--- src/design/ktvd_pkg.sv ---
package ktvd_pkg;

    localparam int IDX_W      = 4;
    localparam int WORD_W     = 16;
    localparam int LEN_W      = 19;
    localparam int OFS_W      = 32;
    localparam int CFG_W      = 32;
    localparam int NUM_TASKS_DEF = 16;
    localparam int S_TDATA_W  = 136;
    localparam int M_TDATA_W  = 48;

    localparam logic [WORD_W-1:0] FC_LOADBIN   = 16'h0100;
    localparam logic [WORD_W-1:0] FC_LOAD      = 16'h0110;
    localparam logic [WORD_W-1:0] FC_SAVE      = 16'h0111;
    localparam logic [WORD_W-1:0] FC_NEXT      = 16'h0112;
    localparam logic [WORD_W-1:0] FC_MOVE      = 16'h0113;
    localparam logic [WORD_W-1:0] FC_GETUTF    = 16'h0601;
    localparam logic [WORD_W-1:0] FC_SEND      = 16'h0700;
    localparam logic [WORD_W-1:0] FC_LISTUSERS = 16'h0710;

    localparam logic [WORD_W-1:0] STAT_WAITING = 16'h0001;
    localparam logic [WORD_W-1:0] RAM_LOW      = 16'h0040;
    localparam logic [LEN_W-1:0]  LEN_MAX      = 19'h0FFC0;
    localparam logic [16:0]       RAM_TOP      = 17'h10000;
    localparam logic [LEN_W-1:0]  UID_LEN      = 19'd8;

    localparam logic CMD_OFFER = 1'b0;
    localparam logic CMD_CLEAR = 1'b1;

    typedef enum logic [1:0] {
        ACT_NONE     = 2'd0,
        ACT_DISPATCH = 2'd1,
        ACT_FAULT    = 2'd2
    } t_action;

    typedef enum logic [2:0] {
        HND_LOADBIN   = 3'd0,
        HND_LOAD      = 3'd1,
        HND_SAVE      = 3'd2,
        HND_NEXT      = 3'd3,
        HND_MOVE      = 3'd4,
        HND_GETUTF    = 3'd5,
        HND_SEND      = 3'd6,
        HND_LISTUSERS = 3'd7
    } t_handler;

    typedef struct packed {
        logic              cmd;
        logic [IDX_W-1:0]  task_index;
        logic [WORD_W-1:0] status_word;
        logic [WORD_W-1:0] function_code;
        logic [WORD_W-1:0] param_one;
        logic [WORD_W-1:0] param_two;
        logic [WORD_W-1:0] param_three;
        logic [WORD_W-1:0] param_four;
        logic [WORD_W-1:0] param_five;
        logic [WORD_W-1:0] param_six;
    } t_item;

    typedef struct packed {
        t_action          action;
        t_handler         handler;
        logic [IDX_W-1:0] out_task_index;
        logic [OFS_W-1:0] file_offset;
    } t_result;

    // true when the offset/length pair falls outside data RAM
    function automatic logic range_bad(input logic [WORD_W-1:0] off,
                                       input logic [LEN_W-1:0] len);
        logic [16:0] lim;
        lim = RAM_TOP - len[16:0];
        return (len > LEN_MAX) || (off < RAM_LOW) || ({1'b0, off} > lim);
    endfunction

endpackage

--- src/design/ktvd_eval.sv ---
module ktvd_eval #(
    parameter int NUM_TASKS = ktvd_pkg::NUM_TASKS_DEF
) (
    input  ktvd_pkg::t_item                 i_item,
    input  logic [NUM_TASKS-1:0]            i_flags,
    input  logic [ktvd_pkg::CFG_W-1:0]      i_data_area_size,
    output ktvd_pkg::t_result               o_result,
    output logic [NUM_TASKS-1:0]            o_flags
);

    logic [NUM_TASKS-1:0]          sel;
    logic                          in_range;
    logic                          running;
    logic                          bad;
    ktvd_pkg::t_handler            hnd;
    logic                          has_ofs;
    logic [ktvd_pkg::OFS_W-1:0]    foff;
    logic [ktvd_pkg::OFS_W:0]      lb_end;
    logic [ktvd_pkg::LEN_W-1:0]    l_p2;
    logic [ktvd_pkg::LEN_W-1:0]    l_p4;
    logic [ktvd_pkg::LEN_W-1:0]    l_p6;
    logic [ktvd_pkg::LEN_W-1:0]    l_half;
    logic [ktvd_pkg::LEN_W-1:0]    l_x8;
    logic [ktvd_pkg::WORD_W:0]     p2_inc;

    always_comb begin
        for (int i = 0; i < NUM_TASKS; i++) begin
            sel[i] = (i_item.task_index == ktvd_pkg::IDX_W'(i));
        end
    end

    assign in_range = |sel;
    assign running  = |(i_flags & sel);

    assign foff   = {i_item.param_three, i_item.param_four};
    assign lb_end = {1'b0, foff} + {17'd0, i_item.param_two};
    assign p2_inc = {1'b0, i_item.param_two} + 17'd1;
    assign l_p2   = {3'd0, i_item.param_two};
    assign l_p4   = {3'd0, i_item.param_four};
    assign l_p6   = {3'd0, i_item.param_six};
    assign l_half = {3'd0, p2_inc[16:1]};
    assign l_x8   = {i_item.param_two, 3'd0};

    always_comb begin
        hnd     = ktvd_pkg::HND_LOADBIN;
        has_ofs = 1'b0;
        bad     = 1'b0;
        case (i_item.function_code)
            ktvd_pkg::FC_LOADBIN: begin
                has_ofs = 1'b1;
                bad = ktvd_pkg::range_bad(i_item.param_one, l_p2) ||
                      (lb_end > {1'b0, i_data_area_size});
            end
            ktvd_pkg::FC_LOAD: begin
                hnd = ktvd_pkg::HND_LOAD;
                has_ofs = 1'b1;
                bad = ktvd_pkg::range_bad(i_item.param_one, l_half) ||
                      ktvd_pkg::range_bad(i_item.param_five, l_p6);
            end
            ktvd_pkg::FC_SAVE: begin
                hnd = ktvd_pkg::HND_SAVE;
                has_ofs = 1'b1;
                bad = ktvd_pkg::range_bad(i_item.param_one, l_half) ||
                      ktvd_pkg::range_bad(i_item.param_five, l_p6);
            end
            ktvd_pkg::FC_NEXT: begin
                hnd = ktvd_pkg::HND_NEXT;
                bad = ktvd_pkg::range_bad(i_item.param_one, l_p2);
            end
            ktvd_pkg::FC_MOVE: begin
                hnd = ktvd_pkg::HND_MOVE;
                bad = ktvd_pkg::range_bad(i_item.param_one, l_p2) ||
                      ktvd_pkg::range_bad(i_item.param_three, l_p4);
            end
            ktvd_pkg::FC_GETUTF: begin
                hnd = ktvd_pkg::HND_GETUTF;
                bad = ktvd_pkg::range_bad(i_item.param_one, l_p2) ||
                      ktvd_pkg::range_bad(i_item.param_three, l_p4) ||
                      ktvd_pkg::range_bad(i_item.param_five, ktvd_pkg::UID_LEN);
            end
            ktvd_pkg::FC_SEND: begin
                hnd = ktvd_pkg::HND_SEND;
                bad = ktvd_pkg::range_bad(i_item.param_one, l_p2) ||
                      ktvd_pkg::range_bad(i_item.param_three, ktvd_pkg::UID_LEN);
            end
            ktvd_pkg::FC_LISTUSERS: begin
                hnd = ktvd_pkg::HND_LISTUSERS;
                bad = ktvd_pkg::range_bad(i_item.param_one, l_x8) ||
                      ktvd_pkg::range_bad(i_item.param_three, ktvd_pkg::UID_LEN);
            end
            default: begin
                bad = 1'b1;
            end
        endcase
    end

    always_comb begin
        o_flags                 = i_flags;
        o_result.action         = ktvd_pkg::ACT_NONE;
        o_result.handler        = ktvd_pkg::HND_LOADBIN;
        o_result.out_task_index = i_item.task_index;
        o_result.file_offset    = '0;
        if (in_range) begin
            if (i_item.cmd == ktvd_pkg::CMD_CLEAR) begin
                o_flags = i_flags & ~sel;
            end else if (i_item.status_word == ktvd_pkg::STAT_WAITING && !running) begin
                o_flags = i_flags | sel;
                if (bad) begin
                    o_result.action = ktvd_pkg::ACT_FAULT;
                end else begin
                    o_result.action  = ktvd_pkg::ACT_DISPATCH;
                    o_result.handler = hnd;
                    if (has_ofs) begin
                        o_result.file_offset = foff;
                    end
                end
            end
        end
    end

endmodule

--- src/design/kernel_task_validate_dispatch.sv ---
// Kernel task validate and dispatch.
// Slave stream: one transaction per task command. tuser carries cmd (0 offer a
// descriptor, 1 clear the task's running flag); tdata carries the descriptor.
// Master stream: exactly one result transaction per input transaction, in order,
// giving the action (none, dispatch, fault), handler kind, task index and, for
// load-binary/load/save, the 32-bit file offset.
// Configuration: i_cfg_we writes i_cfg_wdata into the data area size register;
// write it only while no transaction is in flight.
// From input acceptance to a valid result there is one input register, then the
// decode and range checks feed the result register, where the running flags are
// also updated. Throughput is one transaction per cycle while the receiver keeps
// tready high; the flag update lands at the edge that loads the result register,
// so back-to-back commands on one task see each other in order.
// Reset clears the running flags, the data area size and both stage valids.
// When the receiver holds tready low the result is held and the input register
// keeps one more transaction, after which s_axis tready drops.
module kernel_task_validate_dispatch #(
    parameter int NUM_TASKS = ktvd_pkg::NUM_TASKS_DEF
) (
    input  logic                              i_clk,
    input  logic                              i_rst_n,
    input  logic                              i_s_axis_tvalid,
    output logic                              o_s_axis_tready,
    // task_index[3:0], status_word[19:4], function_code[35:20], param_one[51:36],
    // param_two[67:52], param_three[83:68], param_four[99:84],
    // param_five[115:100], param_six[131:116], zero pad[135:132]
    input  logic [ktvd_pkg::S_TDATA_W-1:0]    i_s_axis_tdata,
    // cmd[0]
    input  logic                              i_s_axis_tuser,
    output logic                              o_m_axis_tvalid,
    input  logic                              i_m_axis_tready,
    // action[1:0], handler[4:2], out_task_index[8:5], file_offset[40:9],
    // zero pad[47:41]
    output logic [ktvd_pkg::M_TDATA_W-1:0]    o_m_axis_tdata,
    input  logic                              i_cfg_we,
    input  logic [ktvd_pkg::CFG_W-1:0]        i_cfg_wdata
);

    logic                          r_in_valid;
    ktvd_pkg::t_item               r_in;
    logic                          r_out_valid;
    ktvd_pkg::t_result             r_out;
    logic [NUM_TASKS-1:0]          r_flags;
    logic [ktvd_pkg::CFG_W-1:0]    r_data_area_size;

    logic                          out_free;
    logic                          advance;
    logic                          s_fire;
    ktvd_pkg::t_result             n_out;
    logic [NUM_TASKS-1:0]          n_flags;

    assign out_free        = !r_out_valid || i_m_axis_tready;
    assign advance         = r_in_valid && out_free;
    assign o_s_axis_tready = !r_in_valid || out_free;
    assign s_fire          = i_s_axis_tvalid && o_s_axis_tready;

    ktvd_eval #(
        .NUM_TASKS (NUM_TASKS)
    ) u_eval (
        .i_item           (r_in),
        .i_flags          (r_flags),
        .i_data_area_size (r_data_area_size),
        .o_result         (n_out),
        .o_flags          (n_flags)
    );

    always_ff @(posedge i_clk) begin
        if (!i_rst_n) begin
            r_in_valid       <= 1'b0;
            r_out_valid      <= 1'b0;
            r_flags          <= '0;
            r_data_area_size <= '0;
        end else begin
            if (i_cfg_we) begin
                r_data_area_size <= i_cfg_wdata;
            end
            if (o_s_axis_tready) begin
                r_in_valid <= i_s_axis_tvalid;
            end
            if (out_free) begin
                r_out_valid <= r_in_valid;
            end
            // commit the flag update only when the item moves to the result stage
            if (advance) begin
                r_flags <= n_flags;
            end
        end
    end

    always_ff @(posedge i_clk) begin
        if (s_fire) begin
            r_in.cmd           <= i_s_axis_tuser;
            r_in.task_index    <= i_s_axis_tdata[3:0];
            r_in.status_word   <= i_s_axis_tdata[19:4];
            r_in.function_code <= i_s_axis_tdata[35:20];
            r_in.param_one     <= i_s_axis_tdata[51:36];
            r_in.param_two     <= i_s_axis_tdata[67:52];
            r_in.param_three   <= i_s_axis_tdata[83:68];
            r_in.param_four    <= i_s_axis_tdata[99:84];
            r_in.param_five    <= i_s_axis_tdata[115:100];
            r_in.param_six     <= i_s_axis_tdata[131:116];
        end
        if (advance) begin
            r_out <= n_out;
        end
    end

    assign o_m_axis_tvalid = r_out_valid;
    assign o_m_axis_tdata  = {7'd0, r_out.file_offset, r_out.out_task_index,
                              r_out.handler, r_out.action};

    a_no_reserved_action: assert property (@(posedge i_clk) disable iff (!i_rst_n)
        r_out_valid |-> (r_out.action != 2'd3))
        else $error("reserved action code in result");

    a_idle_result_clean: assert property (@(posedge i_clk) disable iff (!i_rst_n)
        (r_out_valid && r_out.action != ktvd_pkg::ACT_DISPATCH) |->
        (r_out.handler == ktvd_pkg::HND_LOADBIN && r_out.file_offset == '0))
        else $error("non-dispatch result carries handler or offset");

    a_clear_takes: assert property (@(posedge i_clk) disable iff (!i_rst_n)
        (advance && r_in.cmd == ktvd_pkg::CMD_CLEAR && r_in.task_index == '0)
        |=> !r_flags[0])
        else $error("clear command left task 0 running");

    a_sched_sets_flag: assert property (@(posedge i_clk) disable iff (!i_rst_n)
        (advance && n_out.action != ktvd_pkg::ACT_NONE) |=> (|r_flags))
        else $error("scheduled task has no running flag");

    a_flags_hold: assert property (@(posedge i_clk) disable iff (!i_rst_n)
        (!advance && !$past(!i_rst_n)) |=> $stable(r_flags))
        else $error("running flags changed without an item");

endmodule

--- config.mk ---
export PLATFORM = sky130hd
export DESIGN_NAME = kernel_task_validate_dispatch
export DESIGN_NICKNAME = d
export VERILOG_FILES = /design/src/design/ktvd_pkg.sv /design/src/design/ktvd_eval.sv /design/src/design/kernel_task_validate_dispatch.sv
export SDC_FILE = /design/constraint.sdc
export NUM_CORES = 1
export LEC_CHECK = 0
export BUFFER_PORTS_ARGS = -buffer_cell sky130_fd_sc_hd__buf_2
export CAP_MARGIN = 30
export CORE_MARGIN = 3
export CORE_UTILIZATION = 45
export CTS_CLUSTER_DIAMETER = 100
export DETAILED_ROUTE_END_ITERATION = 10
export PLACE_DENSITY = 0.74
export SETUP_SLACK_MARGIN = 0.2
export SLEW_MARGIN = 20
export SYNTH_ARGS = -nofsm -noshare
export SYNTH_HDL_FRONTEND = slang
export SYNTH_HIERARCHICAL = 1
export SYNTH_SLANG_ARGS = --single-unit
--- constraint.sdc ---
create_clock -name i_clk -period 6.4 [get_ports i_clk]
set_clock_uncertainty 0.15 [all_clocks]
set_input_delay 0.32 -clock i_clk [delete_from_list [all_inputs] [get_ports i_clk]]
set_output_delay 0.32 -clock i_clk [all_outputs]
set_load 0.02 [all_outputs]
==> impl_results.md, run 1 <==
* Synth Instances at 1332
* DRC marker count from the first detailed-route iteration at 934
* Final Max Tran Viols at 0
* H-Tree Depth at 1
* Core ar. at 0.0300 mm²
* CP Class: register to register
* # clock sinks at 224
* Worst-skew pair later-pin latency at 550 ps
* Drt wl/cell at 18.3 µm
* Crit path max fanout at 33
* Site Rows at 63
* Hold endpoint: o_m_axis_tvalid
* Remaining antenna violation count after routing at 0
* Post-route clock period utilization at 0.880
* Slew @ Worst Pin at 951 ps
* Global-route wire length before repair at 60700 µm
* Detailed Routing Iterations Pass 1 at 5
* Antenna violations before repair at 4
* Initial Utilization at 0.464
* Placement Cell Area at 0.0153 mm²
* Seq/Total Area, Yosys at 0.447
* Place WS at 816 ps
* CP Data Required Time at 6600 ps
* CP top delay family: simple AND/OR/NAND/NOR gates
* R2R Setup Slk at 770 ps
* Final net count at 2003
* Setup TNS at 0 ps
* CP Launch Type: register
* DRC violations left at 0
* Port Buffers at 212
* Largest net degree at the start of global routing at 67
* CP max stage delay at 560 ps
* DP Wirelength at 26200 µm
* Vias per cell at 5.54
* Fin crit period at 5630 ps
* Ys flop type: edfxtp_1
* Sequential Power Share at 0.464
* Fin worst setup slack at 770 ps
* Leak at 6.96 nW
* Total grt overflow at 0
* Average cell area after synthesis at 10.5 µm²
* Worst reg-to-reg path cell count at 20
* Worst VDD drop at 0.314 mV
* Max cap viols at 0
* WL final at 38600 µm
* Die Area at 0.0331 mm²
* Net Switching at 1.01 mW
* Biggest area consumer among synthesized cells: edfxtp_1
* Die Y at 182 µm
* Clock power share at 0.366
* Critical path buffers and inverters at 2
* Clk slew on worst S/H paths at 60 ps
* Fin area at 0.0178 mm²
* Total CTS buffers at 26
* CTS tree: done
* Fmax at 0.178 GHz
* # Post-CTS Setup Buffers at 0
* Post-synth cell types at 71
* Hold Crit Class: primary input to register
* CP arrival at 5830 ps
* Die Wd at 182 µm
* Mapped Area at 0.0139 mm²
* YS warnings at 6
* RSZ-0062 raised after global routing: false
* Post-synth EDFFs at 174
* Area added between synthesis and finish at 27.8%
* Reg2reg end: o_m_axis_tdata[11]
* Synth area leaders: edfxtp_1 38%, ha_1 12%, dfxtp_1 7.2%, mux2i_1 3.7%, nand2_1 3.0%
* Vias in the first global route at 11.7k
* Layout cell share with drive strength beyond 1 at 0.178
* Worst path slowest cell: edfxtp_1
* Switching part of the total at 0.270
* PD cells at 211 mW/mm²
* Internal power at 2.74 mW
* Clock Tree Buf Depth at 3
* GRT Total Usage at 0.225
* I/O pins at 224
* Asr flop ratio synth at 0
* GP Congestion at 0.926
* Final setup vio count at 0
* Worst slew margin at 0.366
* Count of state elements after synthesis at 224
* Fin. Hold Viols at 0
* Hold Crit Depth at 2
* Hold_sp: i_rst_n
* Worst path cell trace: ha_1 -> inv_1 -> fa_1 -> nor2b_1 -> o31a_1 -> o2111ai_1 -> a21oi_1 -> o31a_1 -> nand4_1 -> xnor2_1 -> ha_1 -> a21oi_1 -> o21ai_0 -> nor4_1 -> o211ai_1 -> nor3_1 -> o211ai_1 -> nand4bb_2 -> buf_4 -> nor4_1
* Synth top area share at 0.375
* Reg2reg start: r_in[64]
* Root Driver: clkbuf_16
* Comb pwr share at 0.170
* Vias at 11.7k
* Worst Setup End Kind: register
* Pwr Total at 3.75 mW
* Status: finished, final reports clean
-- per-stage QoR --
step / hold slack (ps) / cells / utilization
after floorplan: 269 / 1338 / -
after global placement: 303 / 1887 / 0.507
after detailed placement: 311 / 1891 / 0.509
after CTS: 309 / 2107 / 0.592
after global routing: 87.1 / 2112 / 0.593
final: 94.7 / 2112 / 0.593
-- power groups by stage --
| stage | combinational (mW) | sequential, mW | clock (mW) |
|---|---|---|---|
| 2_1_floorplan | 0.376 | 1.75 | 0 |
| 3_3_place_gp | 0.516 | 1.77 | 0 |
| 3_5_place_dp | 0.540 | 1.77 | 0 |
| 4_1_cts | 0.623 | 1.74 | 1.40 |
| 5_1_grt | 0.708 | 1.75 | 1.46 |
| 6_report | 0.636 | 1.74 | 1.37 |
-- cells in the final DEF, fill, tap and decap left out, drive strengths merged, types with 7 or more instances in the layout --
cell type	n
ha	130
dlygate4sd3	168
a21oi	61
xnor2	46
or4	8
xor2	42
conb	7
nand3	45
nor2b	44
dfxtp	50
nand2	110
nand4	39
nor4	52
a211oi	7
clkbuf	37
a31oi	7
o21ai	65
nand2b	42
nor3	34
clkinv	7
nor2	72
edfxtp	174
inv	67
and3	16
a21o	9
or3	7
buf	225
mux2i	51
and4	7
o21a	7
-- synthesized netlist by cell type, types with 4 or more instances --
master,instances
dfxtp_1,50
nor3_1,33
o21a_1,7
a21oi_1,61
a21o_1,9
o31a_1,5
or4_1,6
nand3_1,45
nand2_1,110
edfxtp_1,174
buf_4,14
o21ai_0,65
nor3b_1,6
nor4_2,25
and3_1,16
xor2_1,42
inv_1,65
and4_1,7
nor2_1,72
nor4_1,25
a211oi_1,7
and2_1,5
buf_6,5
o211ai_1,6
ha_1,130
nand4_1,39
or3_1,7
nand2b_1,42
buf_2,8
mux2i_1,51
xnor2_1,46
a31oi_1,7
o31ai_1,4
nor2b_1,42
clkbuf_1,30
a21boi_0,4
-- routing by layer --
layer	global-route usage	wire, µm	vias up
met5	0	0	-
met4	0.0771	1270	0
met3	0.0359	2620	75
met2	0.385	18700	461
met1	0.291	16100	5503
li1	-	-	5658
-- worst max-delay path by stage --
stage / start / endpoint / depth (start not counted)
floorplan: r_in[64] / o_m_axis_tdata[24] / 22
global placement: r_in[64] / o_m_axis_tdata[12] / 21
detailed placement: r_in[64] / o_m_axis_tdata[34] / 20
CTS: r_in[64] / o_m_axis_tdata[34] / 20
global route: r_in[64] / o_m_axis_tdata[9] / 21
finish: r_in[64] / o_m_axis_tdata[11] / 20
-- cell type report --
| cell class | instances | area [µm²] |
|---|---|---|
| repair buffers | 393 | 2890 |
| well taps | 390 | 488 |
| multi-input cells | 988 | 7150 |
| flip-flops and latches | 224 | 6230 |
| clock buffers | 37 | 712 |
| fillers | 2462 | 12200 |
| diodes | 4 | 10.0 |
| inverters | 65 | 244 |
| clock inverters | 11 | 75.1 |
-- flip-flops by register name, indices dropped and copies added (netlist names) --
| signal | count |
|---|---|
| r_data_area_size | 32 |
| o_m_axis_tvalid | 1 |
| o_m_axis_tdata | 41 |
| r_flags | 16 |
| r_in | 133 |
| r_in_valid | 1 |
-- cell families (layout without fill, tap and decap cells) --
family	Yosys count	count (layout)	synth area share
buffers and inverters	126	506	0.0423
AND/OR/NAND/NOR	499	499	0.204
XOR/XNOR	88	88	0.0554
AO/OA/AOI/OAI	210	210	0.0943
multiplexers	53	53	0.0383
adder cells (fa/ha/maj)	131	131	0.118
flip-flops	224	224	0.447
other	1	11	0.000269
-- timing repair --
item | in CTS | in global routing
endpoints found under the hold margin | 167 | 0
endpoints found under the setup margin | 0 | 4
hold buffers | 168 | 0
gates resized for setup | 0 | 1
(Power assumes the default switching activity.)
==> inputs of run 2 (changes only) <==
--- a/config.mk
+++ b/config.mk
@@ -5,7 +5,7 @@
 export SDC_FILE = /design/constraint.sdc
 export NUM_CORES = 1
 export LEC_CHECK = 0
-export BUFFER_PORTS_ARGS = -buffer_cell sky130_fd_sc_hd__buf_2
+export BUFFER_PORTS_ARGS = -buffer_cell sky130_fd_sc_hd__buf_4
 export CAP_MARGIN = 30
 export CORE_MARGIN = 3
 export CORE_UTILIZATION = 45
==> impl_results.md, run 2 (same netlist as run 1, synthesis figures left out) <==
* Fmax at 0.177 GHz (about the same)
* WL final at 38800 µm (+0.43%)
* # clock sinks at 224 (unchanged)
* H-Tree Depth at 1 (unchanged)
* Antenna violations before repair at 3 (-1)
* GRT Total Usage at 0.227 (+0.00201)
* Port Buffers at 212 (unchanged)
* Fin crit period at 5630 ps (+4.76 ps)
* Commonest non-fill, non-tap cells in the layout: 217 x buf_4, 174 x edfxtp_1, 168 x dlygate4sd3_1
* Die Y at 182 µm (unchanged)
* CP max stage delay at 560 ps (about the same)
* Crit path max fanout at 36 (+9.1%)
* Worst Setup End Kind: register
* Post-CTS sizing at 0 (unchanged)
* CP top delay family: simple AND/OR/NAND/NOR gates
* Detailed Routing Iterations Pass 1 at 5 (unchanged)
* Max reg flops at 133 (unchanged)
* Worst slew margin at 0.448 (+0.0822)
* Final setup vio count at 0 (unchanged)
* Total grt overflow at 0 (unchanged)
* Area added between synthesis and finish at 31.9%
* CTS Hold Buffers Added at 168 (unchanged)
* Root Driver: clkbuf_16
* Initial Utilization at 0.464 (unchanged)
* Worst path cell trace: ha_1 -> inv_1 -> fa_1 -> nor2b_1 -> o31a_1 -> o2111ai_1 -> a21oi_1 -> o31a_1 -> nand4_1 -> xnor2_1 -> ha_1 -> a21oi_1 -> o21ai_0 -> nor4_1 -> o211ai_1 -> nor3_1 -> o211ai_1 -> nand4bb_2 -> buf_4 -> nor4_2
* Final Max Tran Viols at 0 (unchanged)
* DRC marker count from the first detailed-route iteration at 898 (-3.9%)
* CTS tree: done
* Max cap viols at 0 (unchanged)
* CP Data Required Time at 6590 ps (about the same)
* Global-route wire length before repair at 61000 µm (+0.57%)
* Worst-skew pair later-pin latency at 560 ps (about the same)
* Die Area at 0.0331 mm² (unchanged)
* Vias in the first global route at 11.7k (-0.38%)
* Status: finished, final reports clean
* Post-route clock period utilization at 0.880 (about the same)
* Top reg by flops: r_in
* Core ar. at 0.0300 mm² (unchanged)
* CP Class: register to register
* DRC violations left at 0 (unchanged)
* Layout cell share with drive strength beyond 1 at 0.180 (+0.00148)
* RSZ-0062 raised after global routing: false
* PD cells at 212 mW/mm² (+0.48%)
* Hold Crit Class: primary input to register
* Worst path slowest cell: edfxtp_1
* Fillers at 2324 (-5.6%)
* Die Wd at 182 µm (unchanged)
* Vias per cell at 5.54 (about the same)
* Site Rows at 63 (unchanged)
* Slew @ Worst Pin at 828 ps (-123 ps)
* I/O pins at 224 (unchanged)
* Setup TNS at 0 ps (unchanged)
* DP Wirelength at 26100 µm (-0.31%)
* Worst VDD drop at 0.204 mV (-35%)
* R2R Setup Slk at 770 ps (about the same)
* Commonest non-fill, non-tap cell in the layout: buf_4
* Total CTS buffers at 27 (+3.8%)
* CP arrival at 5820 ps (about the same)
* Fin Hold WS at 139 ps (+44.0 ps)
* Largest net degree at the start of global routing at 67 (unchanged)
* Vias at 11.7k (-0.19%)
* Fin. Hold Viols at 0 (unchanged)
* Critical path buffers and inverters at 2 (unchanged)
* Clk slew on worst S/H paths at 60 ps (about the same)
* Drt wl/cell at 18.4 µm (+0.62%)
* GP Congestion at 0.925 (about the same)
* Remaining antenna violation count after routing at 0 (unchanged)
* Placed cell count at 1887 (-0.21%)
* Clock Tree Buf Depth at 3 (unchanged)
* Leak at 7.18 nW (+3.1%)
* Final net count at 2000 (-0.15%)
* Finished Layout Cells at 2108 (-0.19%)
* CP Launch Type: register
* # Post-CTS Setup Buffers at 0 (unchanged)
==> run 2: cell types whose count changed in the layout (fill, tap and decap cells not counted), moves of 3 or more <==
cell,before,now
buf_2,212,1
clkbuf_1,9,6
clkinv_2,3,6
buf_4,8,217
==> run 2: layer usage <==
metal	vias to the layer above	part of all wire	global-route usage
li1	5648	-	-
met1	5498	0.42	0.289
met2	458	0.49	0.394
met3	71	0.068	0.0401
met4	0	0.028	0.0683
met5	-	0	0
==> run 2: area by class of cell <==
class                      instances  area [µm²]  share of cell area
antenna                            3        7.51            0.000409
clock buffer                      33         698              0.0380
multi-input combinational        988        7160               0.390
inverter                          65         244              0.0133
tap                              390         488              0.0266
sequential                       224        6230               0.339
clock inverter                    16         155             0.00845
timing repair buffer             389        3390               0.184
==> run 2: worst register-to-register path: cells and delay by family, from the launching register on <==
family	cells	cell delay [ps]
simple gates	6	1640
compound gates	8	1610
fa+ha+maj	3	940
flops	1	560
buf+inv	2	360
xor+xnor	1	160
==> run 2: worst paths after layout <==
kind,end,depth (start not counted),startpoint
worst max-delay path,o_m_axis_tdata[20],20,r_in[64]
worst min-delay path,o_m_axis_tvalid,2,i_rst_n
worst max register to register,o_m_axis_tdata[20],20,r_in[64]
worst min register to register,r_flags[11],2,r_flags[11]
==> run 2: report_power, final <==
part / internal (mW) / switching (mW) / leakage [nW]
Combinational: 0.338 / 0.330 / 4.69
Clock: 0.862 / 0.613 / 0.419
Sequential: 1.65 / 0.0895 / 2.07
==> run 2: through the flow <==
stage               worst slack [ps]  cell area (µm²)  total power [mW]  utilization
floorplan                       1750            13900              2.12            -
global placement                1090            15700              2.32        0.524
detailed placement               951            15800              2.34        0.526
CTS                              920            18300              3.90        0.611
global route                     342            18400              4.06        0.612
finish                           766            18400              3.89        0.612
==> inputs of run 3 (changes only) <==
--- a/config.mk
+++ b/config.mk
@@ -7,11 +7,12 @@
 export LEC_CHECK = 0
 export BUFFER_PORTS_ARGS = -buffer_cell sky130_fd_sc_hd__buf_4
 export CAP_MARGIN = 30
+export CORE_ASPECT_RATIO = 0.8
 export CORE_MARGIN = 3
-export CORE_UTILIZATION = 45
+export CORE_UTILIZATION = 58
 export CTS_CLUSTER_DIAMETER = 100
 export DETAILED_ROUTE_END_ITERATION = 10
-export PLACE_DENSITY = 0.74
+export PLACE_DENSITY = 0.9
 export SETUP_SLACK_MARGIN = 0.2
 export SLEW_MARGIN = 20
 export SYNTH_ARGS = -nofsm -noshare
==> impl_results.md, run 3 (same netlist as run 1, synthesis figures left out) <==
* Status: finished, final reports clean
* DRC marker count from the first detailed-route iteration at 1441 (+60%)
* Clk slew on worst S/H paths at 70 ps (about the same)
* CTS tree: done
* Final Max Tran Viols at 0 (unchanged)
* Crit path max fanout at 18 (-50%)
* CP Class: register to register
* Die Wd at 179 µm (-1.5%)
* Worst Setup End Kind: register
* Worst path slowest cell: edfxtp_1
* Fin crit period at 5640 ps (+3.52 ps)
* Site Rows at 50 (-21%)
* Worst slew margin at 0.439 (-0.00889)
* Total CTS buffers at 24 (-11%)
* I/O pins at 224 (unchanged)
* DP Wirelength at 26300 µm (+0.63%)
* Worst path cell trace: ha_1 -> inv_1 -> fa_1 -> nor2b_1 -> o31a_1 -> o2111ai_1 -> a21oi_1 -> o31a_1 -> nand4_1 -> xnor2_1 -> ha_1 -> a21oi_1 -> nor2b_1 -> nor4_1 -> o211ai_1 -> nor3_1 -> o211ai_1 -> nand4bb_4 -> buf_12 -> nor4_2
* Die Y at 145 µm (-21%)
* # clock sinks at 224 (unchanged)
* Finished Layout Cells at 2032 (-3.6%)
* Area added between synthesis and finish at 31.1%
* Final setup vio count at 0 (unchanged)
* GRT Total Usage at 0.306 (+0.0793)
* Commonest non-fill, non-tap cell in the layout: buf_4
* Worst-skew pair later-pin latency at 530 ps (-30 ps)
* Leak at 7.18 nW (about the same)
* Worst reg-to-reg path cell count at 20 (unchanged)
* Port Buffers at 212 (unchanged)
* CP Data Required Time at 6570 ps (-20 ps)
* GP Congestion at 0.965 (+4.3%)
* Fin. Hold Viols at 0 (unchanged)
* Post-route clock period utilization at 0.881 (about the same)
* R2R Setup Slk at 760 ps (about the same)
* Setup TNS at 0 ps (unchanged)
* RSZ-0062 raised after global routing: false
* Clock Tree Buf Depth at 3 (unchanged)
* DRC violations left at 0 (unchanged)
* Commonest non-fill, non-tap cells in the layout: 222 x buf_4, 174 x edfxtp_1, 168 x dlygate4sd3_1
* CP max stage delay at 550 ps (about the same)
* WL final at 40500 µm (+4.5%)
* Layout cell share with drive strength beyond 1 at 0.182 (+0.00212)
* Detailed Routing Iterations Pass 1 at 5 (unchanged)
* Vias in the first global route at 11.9k (+2.5%)
* Max cap viols at 0 (unchanged)
* Vias at 12.2k (+4.3%)
* Largest net degree at the start of global routing at 67 (unchanged)
* Hold Crit Class: primary input to register
* Vias per cell at 5.99 (+8.2%)
* Worst VDD drop at 0.191 mV (-6.4%)
* Fmax at 0.177 GHz (about the same)
* Placed cell count at 1814 (-3.9%)
* Hold Crit Depth at 3 (+1)
* Remaining antenna violation count after routing at 0 (unchanged)
* CP Launch Type: register
* Top reg by flops: r_in
* Slew @ Worst Pin at 841 ps (+13.3 ps)
* Root Driver: clkbuf_16
* Drt wl/cell at 19.9 µm (+8.4%)
* Global-route wire length before repair at 62600 µm (+2.6%)
* H-Tree Depth at 1 (unchanged)
* Final net count at 2004 (+0.20%)
* Initial Utilization at 0.592 (+0.128)
* Die Area at 0.0259 mm² (-22%)
* Total grt overflow at 0 (unchanged)
* Max reg flops at 133 (unchanged)
* CP arrival at 5810 ps (about the same)
* PD cells at 208 mW/mm² (-1.8%)
* Core ar. at 0.0235 mm² (-22%)
* Antenna violations before repair at 2 (-1)
-- run 3: cell types whose count changed in the layout (fill, tap and decap cells not counted), moves of 2 or more --
cell	before	now
clkinv_2	6	3
clkinv_1	3	1
clkbuf_8	0	3
buf_12	0	3
bufinv_16	2	0
buf_4	217	222
clkbuf_16	27	25
clkbuf_4	0	2
-- run 3: power by group --
group | switching, mW | leakage [nW] | internal (mW)
logic | 0.349 | 4.73 | 0.343
clock network | 0.595 | 0.378 | 0.767
registers | 0.0864 | 2.07 | 1.65
-- run 3: repair_timing --
action,4_1_cts,5_1_grt
setup buffers,0,1
endpoints found under the hold margin,167,0
endpoints found under the setup margin,0,35
resized for setup,0,1
hold buffers,168,0
-- run 3: worst paths after layout --
kind / endpoint / from
hold reg to reg: r_flags[15] / r_flags[15]
hold / removal: r_flags[7] / i_rst_n
setup reg to reg: o_m_axis_tdata[27] / r_in[64]
setup / recovery: o_m_axis_tdata[27] / r_in[64]
-- run 3: layout make-up --
class | count | area (µm²)
diodes | 3 | 7.51
clock buffers | 35 | 701
clock inverters | 9 | 66.3
multi-input cells | 988 | 7170
repair buffers | 396 | 3460
inverters | 65 | 244
flip-flops and latches | 224 | 6230
well taps | 312 | 390
fillers | 1469 | 5270
-- run 3: per-layer routing --
| layer | wire length (µm) | global-route usage |
|---|---|---|
| met4 | 1380 | 0.102 |
| met2 | 19100 | 0.513 |
| met5 | 0 | 0 |
| met3 | 4020 | 0.0648 |
| met1 | 16000 | 0.400 |
-- run 3: critical path, delay by kind of cell, from the launching register on --
| kind | cells | cell delay (ps) |
|---|---|---|
| AO/OA/AOI/OAI | 7 | 1550 |
| XOR/XNOR | 1 | 260 |
| adder cells (fa/ha/maj) | 3 | 960 |
| buffers and inverters | 2 | 260 |
| flip-flops | 1 | 550 |
| AND/OR/NAND/NOR | 7 | 1700 |
-- run 3: metrics by stage --
stage	power, mW	cell area, µm²	hold slack (ps)	util	setup WS [ps]
after global placement	2.31	15700	302	0.668	647
final	3.79	18300	160	0.776	762
after detailed placement	2.34	15700	312	0.669	322
after floorplan	2.12	13900	269	-	1750
after global routing	3.93	18300	172	0.776	385
after CTS	3.76	18200	124	0.773	254
